[src/rtl/rfpt_pkg.sv]
// rfpt_pkg: types and constants for the ring FIFO with peak tracking.
// Holds the request/response beat layouts and the controller/datapath links.
// No dependencies.
package rfpt_pkg;

	// fixed field widths of the request and response beats
	localparam int CNT_W  = 7;
	localparam int WORD_W = 8;

	// request command codes
	localparam logic CMD_WRITE = 1'b0;
	localparam logic CMD_READ  = 1'b1;

	typedef struct packed {
		logic              cmd;
		logic [WORD_W-1:0] write_word;
		logic              batch_end;
		logic [CNT_W-1:0]  read_count;
	} req_item_t;

	typedef struct packed {
		logic [WORD_W-1:0] read_word;
		logic              valid_res;
		logic [CNT_W-1:0]  done_count;
		logic [CNT_W-1:0]  occupancy;
		logic [CNT_W-1:0]  peak;
		logic              last;
	} rsp_item_t;

	// controller -> datapath commands (at most one set per cycle)
	typedef struct packed {
		logic do_write;  // accepted write beat
		logic do_start;  // accepted read beat with a nonzero run
		logic do_empty;  // accepted read beat that moves nothing
		logic do_word;   // emit one word of the current run
	} ctl_cmd_t;

	// datapath -> controller status
	typedef struct packed {
		logic space;      // response stage can take a result
		logic clip_zero;  // clipped run length of the request is zero
		logic run_last;   // next word is the final one of the run
	} dp_stat_t;

endpackage

[src/rtl/rfpt_ifs.sv]
// Channel interfaces for the ring FIFO with peak tracking.
// Request, response and configuration channels; depends on rfpt_pkg.
interface rfpt_req_if;
	import rfpt_pkg::*;
	logic      valid;
	logic      ready;
	req_item_t data;
	modport source (output valid, output data, input ready);
	modport sink   (input valid, input data, output ready);
endinterface

interface rfpt_rsp_if;
	import rfpt_pkg::*;
	logic      valid;
	logic      ready;
	rsp_item_t data;
	modport source (output valid, output data, input ready);
	modport sink   (input valid, input data, output ready);
endinterface

interface rfpt_cfg_if;
	import rfpt_pkg::*;
	logic             valid;
	logic             ready;
	logic [CNT_W-1:0] data;
	modport source (output valid, output data, input ready);
	modport sink   (input valid, input data, output ready);
endinterface

[src/rtl/rfpt_ctrl.sv]
// rfpt_ctrl: sequencing state machine for the ring FIFO.
// Takes request beats, issues datapath commands; depends on rfpt_pkg.
module rfpt_ctrl (
	input  logic              clk,
	input  logic              arst_n,
	input  logic              req_valid,
	input  logic              req_cmd,
	output logic              req_ready,
	input  rfpt_pkg::dp_stat_t stat,
	output rfpt_pkg::ctl_cmd_t cmd
);
	import rfpt_pkg::*;

	localparam logic [0:0] ST_IDLE = 1'b0;
	localparam logic [0:0] ST_RUN  = 1'b1;

	logic [0:0] state_q;
	logic [0:0] state_d;
	logic       accept;

	assign req_ready = (state_q == ST_IDLE) && stat.space;
	assign accept    = req_valid && req_ready;

	// next state and command decode
	always_comb begin
		state_d = state_q;
		cmd     = '0;
		unique case (state_q)
			ST_IDLE: begin
				if (accept) begin
					if (req_cmd == CMD_WRITE) begin
						cmd.do_write = 1'b1;
					end else if (stat.clip_zero) begin
						cmd.do_empty = 1'b1;
					end else begin
						cmd.do_start = 1'b1;
						state_d      = ST_RUN;
					end
				end
			end
			ST_RUN: begin
				if (stat.space) begin
					cmd.do_word = 1'b1;
					if (stat.run_last) state_d = ST_IDLE;
				end
			end
			default: state_d = ST_IDLE;
		endcase
	end

	always_ff @(posedge clk or negedge arst_n) begin
		if (!arst_n) state_q <= ST_IDLE;
		else         state_q <= state_d;
	end

endmodule

[src/rtl/rfpt_dp.sv]
// rfpt_dp: datapath of the ring FIFO: word memory, pointers, counters,
// configured depth and the two-entry response stage. Depends on rfpt_pkg.
module rfpt_dp #(
	parameter int DEPTH     = 64,
	parameter int WORD_BITS = 8,
	parameter int MAX_BURST = 64
) (
	input  logic                       clk,
	input  logic                       arst_n,
	input  rfpt_pkg::req_item_t        req_data,
	input  logic                       cfg_we,
	input  logic [rfpt_pkg::CNT_W-1:0] cfg_data,
	input  rfpt_pkg::ctl_cmd_t         cmd,
	output rfpt_pkg::dp_stat_t         stat,
	output logic                       rsp_valid,
	input  logic                       rsp_ready,
	output rfpt_pkg::rsp_item_t        rsp_data
);
	import rfpt_pkg::*;

	// the 7-bit depth register cannot address more than 127 entries
	localparam int USE_DEPTH = (DEPTH < 127) ? DEPTH : 127;
	localparam int ADDR_W    = $clog2(USE_DEPTH);
	localparam int RST_DEPTH = (USE_DEPTH < 64) ? USE_DEPTH : 64;
	// result bits below the read word
	localparam int TAIL_W    = $bits(rsp_item_t) - WORD_W;

	logic [WORD_BITS-1:0] mem [USE_DEPTH];

	logic [CNT_W-1:0]  depth_q;
	logic [ADDR_W-1:0] wr_ptr_q, rd_ptr_q;
	logic [CNT_W-1:0]  fill_q, peak_q, batch_q;
	logic [CNT_W-1:0]  run_len_q, run_cnt_q;
	logic              out_v_q, skid_v_q;
	rsp_item_t         out_q, skid_q;

	logic [CNT_W-1:0]  cfg_depth;
	logic [CNT_W-1:0]  clip_a, clip_n;
	logic              full;
	logic [CNT_W:0]    wr_inc, rd_inc;
	logic [ADDR_W-1:0] wr_ptr_nx, rd_ptr_nx;
	logic [CNT_W-1:0]  fill_up, fill_dn, batch_up, run_cnt_up;
	logic              wr_ok;
	logic              emit, pop, out_free;
	logic              load_out, load_skid;
	rsp_item_t         res;

	// clamp a written depth into 1..USE_DEPTH
	always_comb begin
		if (cfg_data == '0)                     cfg_depth = CNT_W'(1);
		else if (32'(cfg_data) > USE_DEPTH)     cfg_depth = CNT_W'(USE_DEPTH);
		else                                    cfg_depth = cfg_data;
	end

	// run length: request clipped to occupancy and largest burst
	always_comb begin
		clip_a = (req_data.read_count > fill_q) ? fill_q : req_data.read_count;
		clip_n = (clip_a > CNT_W'(MAX_BURST)) ? CNT_W'(MAX_BURST) : clip_a;
	end

	// pointer wrap at the configured depth
	assign wr_inc    = (CNT_W+1)'(wr_ptr_q) + 1'b1;
	assign rd_inc    = (CNT_W+1)'(rd_ptr_q) + 1'b1;
	assign wr_ptr_nx = (wr_inc >= {1'b0, depth_q}) ? '0 : ADDR_W'(wr_inc);
	assign rd_ptr_nx = (rd_inc >= {1'b0, depth_q}) ? '0 : ADDR_W'(rd_inc);

	assign full       = (fill_q >= depth_q);
	assign wr_ok      = cmd.do_write && !full;
	assign fill_up    = fill_q + 1'b1;
	assign fill_dn    = fill_q - 1'b1;
	assign batch_up   = (batch_q == '1) ? batch_q : batch_q + 1'b1;
	assign run_cnt_up = run_cnt_q + 1'b1;

	assign stat.space     = !skid_v_q;
	assign stat.clip_zero = (clip_n == '0);
	assign stat.run_last  = (run_cnt_up == run_len_q);

	// result fields other than the memory word
	always_comb begin
		res           = '0;
		res.occupancy = fill_q;
		res.peak      = peak_q;
		if (cmd.do_write) begin
			res.valid_res  = !full;
			res.done_count = full ? batch_q : batch_up;
			res.last       = req_data.batch_end;
			if (!full) begin
				res.occupancy = fill_up;
				res.peak      = (fill_up > peak_q) ? fill_up : peak_q;
			end
		end else if (cmd.do_word) begin
			res.valid_res  = 1'b1;
			res.done_count = run_cnt_up;
			res.occupancy  = fill_dn;
			res.last       = stat.run_last;
		end else begin
			res.last = 1'b1;
		end
	end

	// queue state and configuration
	always_ff @(posedge clk or negedge arst_n) begin
		if (!arst_n) begin
			depth_q   <= CNT_W'(RST_DEPTH);
			wr_ptr_q  <= '0;
			rd_ptr_q  <= '0;
			fill_q    <= '0;
			peak_q    <= '0;
			batch_q   <= '0;
			run_len_q <= '0;
			run_cnt_q <= '0;
		end else if (cfg_we) begin
			depth_q  <= cfg_depth;
			wr_ptr_q <= '0;
			rd_ptr_q <= '0;
			fill_q   <= '0;
			peak_q   <= '0;
			batch_q  <= '0;
		end else begin
			if (cmd.do_write) begin
				if (!full) begin
					wr_ptr_q <= wr_ptr_nx;
					fill_q   <= fill_up;
					peak_q   <= res.peak;
				end
				batch_q <= req_data.batch_end ? '0 : res.done_count;
			end
			if (cmd.do_start) begin
				run_len_q <= clip_n;
				run_cnt_q <= '0;
			end
			if (cmd.do_word) begin
				rd_ptr_q  <= rd_ptr_nx;
				fill_q    <= fill_dn;
				run_cnt_q <= run_cnt_up;
			end
		end
	end

	// response stage: output register plus one skid entry
	assign emit      = cmd.do_write || cmd.do_empty || cmd.do_word;
	assign pop       = out_v_q && rsp_ready;
	assign out_free  = !out_v_q || pop;
	assign load_out  = out_free && (skid_v_q || emit);
	assign load_skid = emit && !(out_free && !skid_v_q);

	always_ff @(posedge clk or negedge arst_n) begin
		if (!arst_n) begin
			out_v_q  <= 1'b0;
			skid_v_q <= 1'b0;
		end else if (out_free) begin
			out_v_q  <= skid_v_q || emit;
			skid_v_q <= skid_v_q && emit;
		end else if (emit) begin
			skid_v_q <= 1'b1;
		end
	end

	// memory write and registered read into the response stage
	always_ff @(posedge clk) begin
		if (wr_ok) mem[wr_ptr_q] <= WORD_BITS'(req_data.write_word);
		if (load_out) begin
			if (skid_v_q) begin
				out_q <= skid_q;
			end else if (cmd.do_word) begin
				out_q <= {WORD_W'(mem[rd_ptr_q]), res[TAIL_W-1:0]};
			end else begin
				out_q <= res;
			end
		end
		if (load_skid) begin
			if (cmd.do_word) skid_q <= {WORD_W'(mem[rd_ptr_q]), res[TAIL_W-1:0]};
			else             skid_q <= res;
		end
	end

	assign rsp_valid = out_v_q;
	assign rsp_data  = out_q;

endmodule

[src/rtl/ring_fifo_with_peak_tracking_top.sv]
// Ring FIFO with peak tracking: top level.
// Usage:
//   req  - request beats. cmd = write stores write_word if there is room and
//          answers with one beat (valid_res, batch count, occupancy, peak).
//          cmd = read asks for read_count words; the run is clipped to the
//          occupancy and to MAX_BURST and returns one beat per word, the final
//          one flagged last. A run of zero returns one beat with valid_res low.
//   rsp  - result beats, held in an output register with a one-entry skid.
//   cfg  - queue depth write, always ready. A write re-initializes pointers,
//          occupancy, peak and batch count. Write only while the block is idle.
// Timing: a write's result is registered into the response stage. A read
//   first takes the request and clips it, then sends one word per cycle,
//   while the response stage has space, through the single memory read port.
//   The next request is taken after the last word of a run is issued.
// Reset: depth returns to 64 (or DEPTH if smaller), the queue is empty, peak
//   is zero; stored words are not cleared. When rsp stalls, results fill the
//   output and skid registers, then req.ready drops and runs pause.
// Depends on rfpt_pkg, rfpt_ifs, rfpt_ctrl, rfpt_dp.
module ring_fifo_with_peak_tracking_top #(
	parameter int DEPTH     = 64,
	parameter int WORD_BITS = 8,
	parameter int MAX_BURST = 64
) (
	input  logic              clk,
	input  logic              arst_n,
	rfpt_req_if.sink          req,
	rfpt_rsp_if.source        rsp,
	rfpt_cfg_if.sink          cfg
);
	import rfpt_pkg::*;

	ctl_cmd_t cmd;
	dp_stat_t stat;

	// depth register is always writable
	assign cfg.ready = 1'b1;

	rfpt_ctrl u_ctrl (
		.clk       (clk),
		.arst_n    (arst_n),
		.req_valid (req.valid),
		.req_cmd   (req.data.cmd),
		.req_ready (req.ready),
		.stat      (stat),
		.cmd       (cmd)
	);

	rfpt_dp #(
		.DEPTH     (DEPTH),
		.WORD_BITS (WORD_BITS),
		.MAX_BURST (MAX_BURST)
	) u_dp (
		.clk       (clk),
		.arst_n    (arst_n),
		.req_data  (req.data),
		.cfg_we    (cfg.valid),
		.cfg_data  (cfg.data),
		.cmd       (cmd),
		.stat      (stat),
		.rsp_valid (rsp.valid),
		.rsp_ready (rsp.ready),
		.rsp_data  (rsp.data)
	);

endmodule
[src/flat_wrapper.sv]
// flat-port wrapper written by rule: the top's interface ports become plain ports
module ring_fifo_with_peak_tracking_top_flat import rfpt_pkg::*;
#(
	parameter int DEPTH     = 64,
	parameter int WORD_BITS = 8,
	parameter int MAX_BURST = 64
)
  (clk, arst_n, req_valid, req_data, req_ready, rsp_valid, rsp_data, rsp_ready, cfg_valid, cfg_data, cfg_ready);
  rfpt_req_if req_i ();
  rfpt_rsp_if rsp_i ();
  rfpt_cfg_if cfg_i ();
  input  logic clk;
  input  logic arst_n;
  input wire logic [$bits(req_i.valid)-1:0] req_valid;
  input wire logic [$bits(req_i.data)-1:0] req_data;
  output wire logic [$bits(req_i.ready)-1:0] req_ready;
  output wire logic [$bits(rsp_i.valid)-1:0] rsp_valid;
  output wire logic [$bits(rsp_i.data)-1:0] rsp_data;
  input wire logic [$bits(rsp_i.ready)-1:0] rsp_ready;
  input wire logic [$bits(cfg_i.valid)-1:0] cfg_valid;
  input wire logic [$bits(cfg_i.data)-1:0] cfg_data;
  output wire logic [$bits(cfg_i.ready)-1:0] cfg_ready;
  assign req_i.valid = req_valid;
  assign req_i.data = req_data;
  assign req_ready = req_i.ready;
  assign rsp_valid = rsp_i.valid;
  assign rsp_data = rsp_i.data;
  assign rsp_i.ready = rsp_ready;
  assign cfg_i.valid = cfg_valid;
  assign cfg_i.data = cfg_data;
  assign cfg_ready = cfg_i.ready;
  ring_fifo_with_peak_tracking_top #(.DEPTH(DEPTH), .WORD_BITS(WORD_BITS), .MAX_BURST(MAX_BURST)) u_core (.clk(clk), .arst_n(arst_n), .req(req_i), .rsp(rsp_i), .cfg(cfg_i));
endmodule
[config.mk]
export PLATFORM = sky130hd
export DESIGN_NAME = ring_fifo_with_peak_tracking_top_flat
export DESIGN_NICKNAME = d
export VERILOG_FILES = /design/src/rtl/rfpt_pkg.sv /design/src/rtl/rfpt_ifs.sv /design/src/rtl/rfpt_ctrl.sv /design/src/rtl/rfpt_dp.sv /design/src/rtl/ring_fifo_with_peak_tracking_top.sv /design/src/flat_wrapper.sv
export SDC_FILE = /design/constraint.sdc
export NUM_CORES = 1
export LEC_CHECK = 0
export BUFFER_PORTS_ARGS = -buffer_cell sky130_fd_sc_hd__buf_2
export CORE_MARGIN = 5
export CORE_UTILIZATION = 60
export CTS_BUF_LIST = sky130_fd_sc_hd__clkbuf_4 sky130_fd_sc_hd__clkbuf_8
export CTS_CLUSTER_SIZE = 16
export DETAILED_ROUTE_END_ITERATION = 16
export GPL_TIMING_DRIVEN = 0
export PLACE_DENSITY = 0.77
export SLEW_MARGIN = 20
export SYNTH_ARGS = -nofsm -noshare
export SYNTH_HDL_FRONTEND = slang
export SYNTH_SLANG_ARGS = --single-unit
[constraint.sdc]
create_clock -name clk -period 5.2 [get_ports clk]
set_input_delay 0.52 -clock clk [delete_from_list [all_inputs] [get_ports clk]]
set_output_delay 0.52 -clock clk [all_outputs]
set_load 0.1 [all_outputs]
==> impl_metrics.ini, run 1 <==
[finish]
post-route-cell-area_sq_mm = 0.0295
multi_input_area_sq_mm = 0.00711
final-seq-area_sq_mm = 0.0187
design.final.nets = 1766
layout-drive-gt1-share_pct = 22.2
num-fill-cells = 2796
synthToLayoutAreaGrowth_pct = 12.0

[yosys]
netlist_instances = 1528
synth_sequential_area_ratio_pct = 70.9
synth-async-reset-ratio_pct = 9.03
postSynthRegisterBits = 631
syn-cell-area_sq_mm = 0.0263
yosys_warnings = 0
nets_in_the_synthesized_netlist = 1598
synth_cell_type_count = 72
syn-mean-instance-area_sq_um = 17.2
synth_edf_count = 574
synth_flop_cell = edfxtp_1

[global_route]
grt_overflow = 0
pin_count_of_the_biggest_net_entering_global_routing = 65
number_of_global_route_vias_before_repair = 15100
global_route.usage.total_pct = 26.3
global_route_wire_length_before_repair_microns = 92900
number_of_antenna_violations_at_the_first_check_in_global_routing = 1

[timing]
slew_violations = 0
setup_ws_ns = 1.14
worst_pin_slew_ns = 1.12
fmaxAchievable_ghz = 0.246
fin_skew_ns = 0.0291
timing.final.hold_violations = 0
rsz0062_at_grt = no
clock_period_minus_worst_slack_ns = 4.06
layout_worst_path_cycle_share_pct = 78.1
timing.max_slew.rel_slack_pct = 25.6
setup_viol = 0

[floorplan]
die-width_microns = 220
num_io_pins = 63
die_h_microns = 220
full_die_area_sq_mm = 0.0482
std_cell_rows = 76
fp.coreArea_sq_mm = 0.0433
start_util_pct = 60.9

[setup_path]
critical_path.endpoint_type = flip-flop
timing.critical_path.fanout_max = 10
cpLargestDelayFamily = simple AND/OR/NAND/NOR gates
worst-r2r-setup-slack_ns = 1.14
reg2reg_depth = 9
worstSetupPathType = flip-flop to flip-flop
worst_path_max_delay_cell = nor2_1
worstReg2RegStart = u_core.u_dp.fill_q[0]
cp_slowest_stage_delay_ns = 0.85
cp_data_arrival_time_ns = 4.35
series_of_cell_instances_along_the_critical_path = inv_1 -> ha_1 -> nand2b_1 -> a21o_1 -> a211o_1 -> a21boi_1 -> buf_2 -> nand4_1 -> nor2_1
worst_setup_path_start_kind = flip-flop
worst-endpoint-required_ns = 5.49
reg2reg_to = u_core.u_dp.mem[58][5]
worstPathBufferInverterCount = 2
critical_path_cell_count = 9

[status]
status = complete, no violations

[clock_tree]
clkTransAtPathRegs_ns = 0.07
cts_max_level = 3
post-cts-setup-buffers = 0
clock-root-buffer = clkbuf_8
cts.sinks = 631
post_cts_resize_count = 0
cts_buffers = 98
max-clock-path-buffers = 3
cts_tree = built
insertion_delay_ns = 0.68

[detailed_routing]
dr.first_iter.drc_count = 1762
route.detailed.wl_per_inst_microns = 26.4
ant_nets = 0
dr_vias_cell = 6.36
num_vias = 15000
firstDrtPassIters = 6
wl_microns = 62200
detailed_route_drc_error_count = 0

[power_and_ir_drop]
share_clk_of_total_power_pct = 31.0
switching_share_pct = 31.8
pwr_density_cell_mw_per_mm2 = 462
power.sequential.fraction_pct = 43.9
netSwitchingPower_w = 0.00433
leakagePower_nw = 10.2
comb_power_share_pct = 25.1
peakVddDrop_mv = 0.391
cellInternalPower_w = 0.00929

[place]
input_output_buffers = 61
globalplace.congestion = 0.901
post_dp_cell_area_sq_mm = 0.0274
detailed_place_hpwl_microns = 41400
preCtsSetupSlack_ns = 1.24

[run]
max-cap-violations = 0

[worst_hold_path]
min-delay-start = cfg_data[6]
worstHoldEndpoint = u_core.u_dp.depth_q[5]
worstHoldPathCells = 2
hold_path_class = primary input to flip-flop
[what timing repair did]
item                                    4_1_cts  5_1_grt
endpoints found under the hold margin        56        0
hold buffers                                  1        0
endpoints found under the setup margin        0        0
[logic make-up (layout without fill, tap and decap cells)]
logic type	after synthesis	after routing	share of synthesized area, %
AOI/OAI and AO/OA	236	236	6.44
xor gates and xnor gates	30	30	0.998
adders and majority gates	41	41	1.95
buffers and inverters	120	366	2.21
DFF	631	631	70.9
muxes	148	148	11.8
other	1	2	0.0142
and+or+nand+nor	321	321	5.68
[synthesized netlist by cell type, types with 3 or more instances]
| cell | instances | share of area, % |
|---|---|---|
| mux4_1 | 21 | 2.1 |
| buf_1 | 9 | 0.13 |
| a221oi_1 | 4 | 0.13 |
| xor2_1 | 13 | 0.43 |
| dfrtp_1 | 56 | 5.3 |
| a211oi_1 | 5 | 0.14 |
| a211o_1 | 8 | 0.27 |
| o211ai_1 | 7 | 0.20 |
| xnor2_1 | 17 | 0.57 |
| a221oi_2 | 9 | 0.51 |
| edfxtp_1 | 574 | 65 |
| nand2_1 | 81 | 1.2 |
| and3_1 | 5 | 0.12 |
| mux2i_1 | 17 | 0.65 |
| nand3b_1 | 7 | 0.20 |
| inv_1 | 39 | 0.56 |
| ha_1 | 41 | 1.9 |
| nand4_1 | 11 | 0.26 |
| a21oi_1 | 45 | 0.86 |
| o21ai_0 | 29 | 0.55 |
| nand3_1 | 37 | 0.70 |
| a21o_1 | 23 | 0.66 |
| and2_1 | 4 | 0.095 |
| or3_1 | 3 | 0.071 |
| buf_4 | 4 | 0.11 |
| clkbuf_1 | 36 | 0.51 |
| a22o_1 | 16 | 0.53 |
| nand2b_1 | 12 | 0.29 |
| buf_2 | 24 | 0.46 |
| o21ai_1 | 7 | 0.13 |
| buf_6 | 5 | 0.21 |
| a22oi_1 | 39 | 1.1 |
| nor2b_1 | 18 | 0.43 |
| nor2_1 | 117 | 1.7 |
| o22ai_1 | 15 | 0.36 |
| nor4_1 | 4 | 0.095 |
| a21boi_0 | 3 | 0.086 |
| nor3_1 | 10 | 0.19 |
| buf_12 | 3 | 0.23 |
| mux2_2 | 7 | 0.30 |
| mux4_2 | 103 | 8.8 |
[metal layers]
metal	vias to the layer above	global-route usage [%]	wire length, microns
met5	-	0	0
met4	0	9.67	2030
met3	122	6.07	6000
met2	866	41.9	29800
met1	7568	36.4	24400
li1	6443	-	-
[per-stage QoR]
stage / utilization (%) / setup TNS (ns) / cells / power (W) / hold WS, ns
4_1_cts: 68.1 / 0 / 2358 / 0.0137 / 0.0787
2_1_floorplan: - / 0 / 1528 / 0.00856 / 0.224
3_5_place_dp: 63.4 / 0 / 2179 / 0.00947 / 0.500
5_1_grt: 68.2 / 0 / 2360 / 0.0142 / 0.113
3_3_place_gp: 63.3 / -53.83 / 2174 / 0.00940 / 0.497
6_report: 68.2 / 0 / 2360 / 0.0136 / 0.136
[final cells by class]
class | instances | area share [%]
diodes | 1 | 0.00849
plain buffers | 81 | 1.48
clock buffers | 134 | 5.62
clock inverters | 44 | 1.14
inverters | 39 | 0.496
multi-input cells | 777 | 24.1
flip-flops and latches | 631 | 63.3
well taps | 585 | 2.48
repair buffers | 68 | 1.37
[worst reg2reg max path: cells and delay by family, from the launching register on]
kind / cells / cell delay [ns]
AND/OR/NAND/NOR: 3 / 1.36
AO/OA/AOI/OAI: 3 / 0.92
buffers and inverters: 2 / 0.57
flip-flops: 1 / 0.51
adder cells (fa/ha/maj): 1 / 0.31
[power groups by stage]
stage	clock network (W)	registers, W	logic [W]
floorplan	0	0.00675	0.00181
global placement	0	0.00609	0.00331
detailed placement	0	0.00609	0.00339
CTS	0.00428	0.00598	0.00340
global route	0.00454	0.00600	0.00362
finish	0.00423	0.00598	0.00341
[how the worst max path moves through the flow]
stage	start	end
floorplan	u_core.u_dp.fill_q[4]	u_core.u_dp.skid_q[0]
global placement	u_core.u_dp.fill_q[6]	u_core.u_dp.skid_q[28]
detailed placement	u_core.u_dp.fill_q[0]	u_core.u_dp.mem[21][5]
CTS	u_core.u_dp.fill_q[0]	u_core.u_dp.mem[58][5]
global route	u_core.u_dp.fill_q[0]	u_core.u_dp.mem[58][5]
finish	u_core.u_dp.fill_q[0]	u_core.u_dp.mem[58][5]
[placed cells by master (no fill, tap or decap), drive strengths merged, types with 17 or more instances in the layout]
cell,count
nand2,81
ha,41
a22oi,39
mux2i,17
dfrtp,56
mux4,124
o21ai,36
clkbuf,170
clkinv,34
xnor2,17
edfxtp,574
nand3,37
a21o,23
a21oi,45
buf,112
inv,43
nor2,117
nor2b,18
[flip-flops by register name, summed over array words and instances, names as in the netlist]
signal,flops
u_core.u_ctrl.state_q,1
u_core.u_dp.batch_q,7
u_core.u_dp.depth_q,7
u_core.u_dp.fill_q,7
u_core.u_dp.mem,512
u_core.u_dp.peak_q,7
u_core.u_dp.rd_ptr_q,6
u_core.u_dp.rsp_data,31
u_core.u_dp.rsp_valid,1
u_core.u_dp.run_cnt_q,7
u_core.u_dp.run_len_q,7
u_core.u_dp.skid_q,31
u_core.u_dp.skid_v_q,1
u_core.u_dp.wr_ptr_q,6
Power figures use the tool's default switching activity.
==> inputs of run 2 (changes only) <==
==> constraint.sdc (replaced) <==
create_clock -name clk -period 4.1 [get_ports clk]
set_input_delay 0.41 -clock clk [delete_from_list [all_inputs] [get_ports clk]]
set_output_delay 0.41 -clock clk [all_outputs]
set_load 0.1 [all_outputs]
==> impl_metrics.ini, run 2 (synthesized netlist as in run 1, its figures left out) <==
[clock_tree]
cts_buffers = 98
clkTransAtPathRegs_ns = 0.06
post-cts-setup-buffers = 0
cts_max_level = 3
insertion_delay_ns = 0.71
clock-root-buffer = clkbuf_8
max-clock-path-buffers = 3
cts.sinks = 631
cts_tree = built

[timing]
layout_worst_path_cycle_share_pct = 96.8
setup_viol = 0
timing.final.hold_violations = 0
clock_period_minus_worst_slack_ns = 3.97
timing.max_slew.rel_slack_pct = 25.1
fmaxAchievable_ghz = 0.252
fin_skew_ns = 0.0412
rsz0062_at_grt = yes
final.setup.tns_ns = 0
worst_pin_slew_ns = 1.12
slew_violations = 0

[setup_path]
cp_slowest_stage_delay_ns = 0.81
critical_path.endpoint_type = flip-flop
worstSetupPathType = flip-flop to flip-flop
timing.critical_path.fanout_max = 10
worst-endpoint-required_ns = 4.42
series_of_cell_instances_along_the_critical_path = inv_1 -> ha_1 -> nand2b_1 -> a21o_1 -> a211o_1 -> a21boi_1 -> buf_2 -> nand4_1 -> nor2_1
worst_setup_path_start_kind = flip-flop
cp_data_arrival_time_ns = 4.29
worst_path_max_delay_cell = nor2_1

[finish]
layout.cells.most_common = edfxtp_1
layout-drive-gt1-share_pct = 22.2
largest_register_ff_count = 512
num-fill-cells = 2764
synthToLayoutAreaGrowth_pct = 12.2
mostFrequentLayoutCells = 574 x edfxtp_1, 113 x nor2_1, 103 x mux4_2, 100 x clkbuf_8, 81 x nand2_1
design.final.nets = 1769
final-seq-area_sq_mm = 0.0187
largest_register_by_flop_count = u_core.u_dp.mem
multi_input_area_sq_mm = 0.00713

[detailed_routing]
dr_vias_cell = 6.38
wl_microns = 62500
ant_nets = 0
firstDrtPassIters = 5
route.detailed.wl_per_inst_microns = 26.4
dr.first_iter.drc_count = 2154
num_vias = 15100
detailed_route_drc_error_count = 0

[power_and_ir_drop]
design_power_total_w = 0.0173
comb_power_share_pct = 25.1
pwr_density_cell_mw_per_mm2 = 586
power.sequential.fraction_pct = 43.8
switching_share_pct = 31.9
netSwitchingPower_w = 0.00552
peakVddDrop_mv = 0.592
share_clk_of_total_power_pct = 31.1
leakagePower_nw = 10.2
cellInternalPower_w = 0.0118

[global_route]
number_of_antenna_violations_at_the_first_check_in_global_routing = 1
global_route.usage.total_pct = 26.7
number_of_global_route_vias_before_repair = 15200
global_route_wire_length_before_repair_microns = 94200
pin_count_of_the_biggest_net_entering_global_routing = 65
grt_overflow = 0

[status]
status = complete, no violations

[worst_hold_path]
hold_path_class = primary input to flip-flop

[place]
globalplace.congestion = 0.896
detailed_place_hpwl_microns = 41400
input_output_buffers = 61

[floorplan]
fp.coreArea_sq_mm = 0.0433
std_cell_rows = 76
start_util_pct = 60.9
die_h_microns = 220
full_die_area_sq_mm = 0.0482
die-width_microns = 220
num_io_pins = 63

[run]
max-cap-violations = 0
==> run 2: cell types whose count changed in the layout (fill, tap and decap cells not counted), sizes merged <==
cell,before,now
buf,112,109
clkinv,34,36
clkinvlp,1,3
clkbuf,170,167
bufinv,5,6
inv,43,42
dlygate4sd3,1,7
==> run 2: what timing repair did <==
| item | in CTS | in global routing |
|---|---|---|
| hold endpoints to repair | 62 | 0 |
| hold buffers | 7 | 0 |
| setup endpoints to repair | 0 | 102 |
| gates resized for setup | 0 | 5 |
==> run 2: worst paths after layout <==
path	start	end	slack, ns	cells past startpoint
hold / removal	cfg_valid	u_core.u_dp.run_len_q[6]	0.06	4
min in group asynchronous	arst_n	u_core.u_dp.fill_q[0]	0.35	2
setup reg to reg	u_core.u_dp.fill_q[0]	u_core.u_dp.mem[59][2]	0.13	9
hold reg to reg	u_core.u_dp.run_len_q[0]	u_core.u_dp.run_len_q[0]	0.52	2
max in group asynchronous	arst_n	u_core.u_ctrl.state_q	3.18	2
setup / recovery	u_core.u_dp.fill_q[0]	u_core.u_dp.mem[59][2]	0.13	9
==> run 2: power groups by stage <==
stage,clock network (W),registers [W],logic [W]
after global routing,0.00578,0.00761,0.00462
final,0.00538,0.00759,0.00435
after detailed placement,0,0.00772,0.00430
after global placement,0,0.00772,0.00421
after CTS,0.00544,0.00759,0.00432
after floorplan,0,0.00856,0.00230
==> run 2: worst max-delay path, delay by kind of cell, from the launching register on <==
kind / cells / cell delay [ns]
flip-flops: 1 / 0.50
AND/OR/NAND/NOR: 3 / 1.34
buffers and inverters: 2 / 0.57
adder cells (fa/ha/maj): 1 / 0.31
AO/OA/AOI/OAI: 3 / 0.90
==> run 2: cell type report <==
cell class,count,share of cell area [%]
diodes,1,0.00846
clock buffers,131,5.44
clock inverters,48,1.35
plain buffers,81,1.47
repair buffers,71,1.49
flip-flops and latches,631,63.1
multi-input cells,777,24.1
inverters,39,0.495
well taps,585,2.48
==> run 2: through the flow <==
stage,hold slack (ns),setup slack [ns],util (%),instances,area (sq um)
after floorplan,0.114,0.0361,-,1528,26300
after global placement,0.497,-1.39,63.3,2174,27400
after detailed placement,0.507,0.150,63.4,2177,27500
after CTS,0.0151,0.156,68.3,2363,29500
after global routing,0.0483,-0.0949,68.3,2364,29600
final,0.0627,0.131,68.3,2364,29600
==> run 2: per-layer routing <==
| layer | global-route usage [%] | share of wire, % | vias to the layer above |
|---|---|---|---|
| met1 | 37.9 | 40 | 7656 |
| met5 | 0 | 0 | - |
| li1 | - | - | 6460 |
| met3 | 5.37 | 8.6 | 138 |
| met2 | 42.1 | 48 | 828 |
| met4 | 9.48 | 3.5 | 0 |
==> inputs of run 3 (changes only) <==
--- a/config.mk
+++ b/config.mk
@@ -6,7 +6,7 @@
 export NUM_CORES = 1
 export LEC_CHECK = 0
 export BUFFER_PORTS_ARGS = -buffer_cell sky130_fd_sc_hd__buf_2
-export CORE_MARGIN = 5
+export CORE_MARGIN = 2
 export CORE_UTILIZATION = 60
 export CTS_BUF_LIST = sky130_fd_sc_hd__clkbuf_4 sky130_fd_sc_hd__clkbuf_8
 export CTS_CLUSTER_SIZE = 16
==> impl_metrics.ini, run 3 (synthesized netlist as in run 1, its figures left out) <==
[setup_path]
timing.critical_path.fanout_max = 10
worstSetupPathType = flip-flop to flip-flop
cp_data_arrival_time_ns = 4.26
worst-endpoint-required_ns = 4.39
critical_path.endpoint_type = flip-flop
worst_setup_path_start_kind = flip-flop

[timing]
worst_pin_slew_ns = 1.08
timing.final.hold_violations = 0
fin_skew_ns = 0.0335
rsz0062_at_grt = yes
slew_violations = 0
timing.max_slew.rel_slack_pct = 28.2
fmaxAchievable_ghz = 0.252
setup_ws_ns = 0.126
setup_viol = 0
clock_period_minus_worst_slack_ns = 3.97
fin_hold_ws_ns = 0.0926
layout_worst_path_cycle_share_pct = 96.9

[floorplan]
fp.coreArea_sq_mm = 0.0432
start_util_pct = 61.0
die-width_microns = 214
std_cell_rows = 76
num_io_pins = 63
die_h_microns = 214
full_die_area_sq_mm = 0.0456

[place]
globalplace.congestion = 0.975
preCtsSetupSlack_ns = 0.194
input_output_buffers = 61
dpl.cell_count = 2177
detailed_place_hpwl_microns = 40600

[finish]
antennaDiodeCount = 0
largest_register_by_flop_count = u_core.u_dp.mem
layout.cells.most_common = edfxtp_1
largest_register_ff_count = 512
layout-drive-gt1-share_pct = 22.4
num-fill-cells = 2777
layoutNonFillerInstCount = 2365
design.final.nets = 1774
mostFrequentLayoutCells = 574 x edfxtp_1, 111 x nor2_1, 103 x mux4_2, 101 x clkbuf_8, 81 x nand2_1
synthToLayoutAreaGrowth_pct = 12.2

[power_and_ir_drop]
netSwitchingPower_w = 0.00547
design_power_total_w = 0.0172
power.sequential.fraction_pct = 44.2
leakagePower_nw = 10.2
peakVddDrop_mv = 0.569
pwr_density_cell_mw_per_mm2 = 582
switching_share_pct = 31.8
comb_power_share_pct = 25.3
share_clk_of_total_power_pct = 30.6
cellInternalPower_w = 0.0117

[global_route]
global_route_wire_length_before_repair_microns = 92700
pin_count_of_the_biggest_net_entering_global_routing = 65
global_route.usage.total_pct = 28.3
grt_overflow = 0
number_of_global_route_vias_before_repair = 15100
number_of_antenna_violations_at_the_first_check_in_global_routing = 0

[clock_tree]
clkTransAtPathRegs_ns = 0.06
clock-root-buffer = clkbuf_8
post-cts-setup-buffers = 0
max-clock-path-buffers = 3
insertion_delay_ns = 0.68
cts_buffers = 99
cts.sinks = 631
cts_max_level = 3
cts_tree = built

[detailed_routing]
detailed_route_drc_error_count = 0
route.detailed.wl_per_inst_microns = 26.2
dr.first_iter.drc_count = 1893
wl_microns = 62000
num_vias = 15200
dr_vias_cell = 6.41
ant_nets = 0
firstDrtPassIters = 6

[status]
status = complete, no violations

[worst_hold_path]
hold_path_class = primary input to flip-flop

[run]
max-cap-violations = 0
## run 3: cell types whose count changed in the layout (fill, tap and decap cells not counted), sizes merged
cell and delta:
bufinv -2, clkbuf +5, clkinv -5, diode -1, dlygate4sd3 +4
## run 3: metal layers
metal	share of wire [%]	track usage (%)	routed length, microns
met4	4.3	12.7	2680
met5	0	0	0
met3	9.7	5.57	5990
met2	47	44.8	29300
met1	39	38.6	24000
## run 3: through the flow
step / TNS (ns) / utilization [%] / instance area, sq um
final: 0 / 68.5 / 29600
after global routing: -2.07 / 68.5 / 29600
after CTS: 0 / 68.4 / 29500
after detailed placement: 0 / 63.6 / 27500
after global placement: -60.19 / 63.4 / 27400
after floorplan: 0 / - / 26300
## run 3: repair_timing
action                     in CTS  in global routing
hold buffers                   11                  0
hold endpoints to repair       62                  0
resized for setup               0                  7
setup endpoints to repair       0                 58
## run 3: power groups by stage
stage | registers, W | logic [W] | clock network [W]
after global placement | 0.00772 | 0.00417 | 0
after floorplan | 0.00856 | 0.00230 | 0
after CTS | 0.00759 | 0.00431 | 0.00531
final | 0.00759 | 0.00434 | 0.00526
after detailed placement | 0.00772 | 0.00429 | 0
after global routing | 0.00762 | 0.00463 | 0.00556
## run 3: layout make-up
cell class,count,area (sq um),share of cell area [%]
Inverter,39,146,0.495
Buffer,81,435,1.47
Clock buffer,136,1650,5.59
Sequential cell,631,18700,63.2
Clock inverter,41,300,1.02
Timing Repair Buffer,75,487,1.65
Tap cell,585,732,2.48
Multi-Input combinational cell,777,7140,24.1
## run 3: worst max-delay path, cell delays in order, from the launching register on
cell,delay (ns)
dfrtp_1,0.46
inv_1,0.25
ha_1,0.28
nand2b_1,0.14
a21o_1,0.20
a211o_1,0.32
a21boi_1,0.38
buf_2,0.33
nand4_1,0.42
nor2_1,0.79
## run 3: worst paths after layout
check / start / endpoint / slack [ns] / cells past startpoint
worst min-delay path: cfg_valid / u_core.u_dp.run_len_q[6] / 0.09 / 4
worst max-delay path: u_core.u_dp.fill_q[0] / u_core.u_dp.mem[57][1] / 0.13 / 9
max in group asynchronous: arst_n / u_core.u_dp.batch_q[6] / 3.18 / 2
min in group asynchronous: arst_n / u_core.u_dp.fill_q[0] / 0.35 / 2
worst min register to register: u_core.u_dp.batch_q[6] / u_core.u_dp.batch_q[6] / 0.53 / 1
worst max register to register: u_core.u_dp.fill_q[0] / u_core.u_dp.mem[57][1] / 0.13 / 9
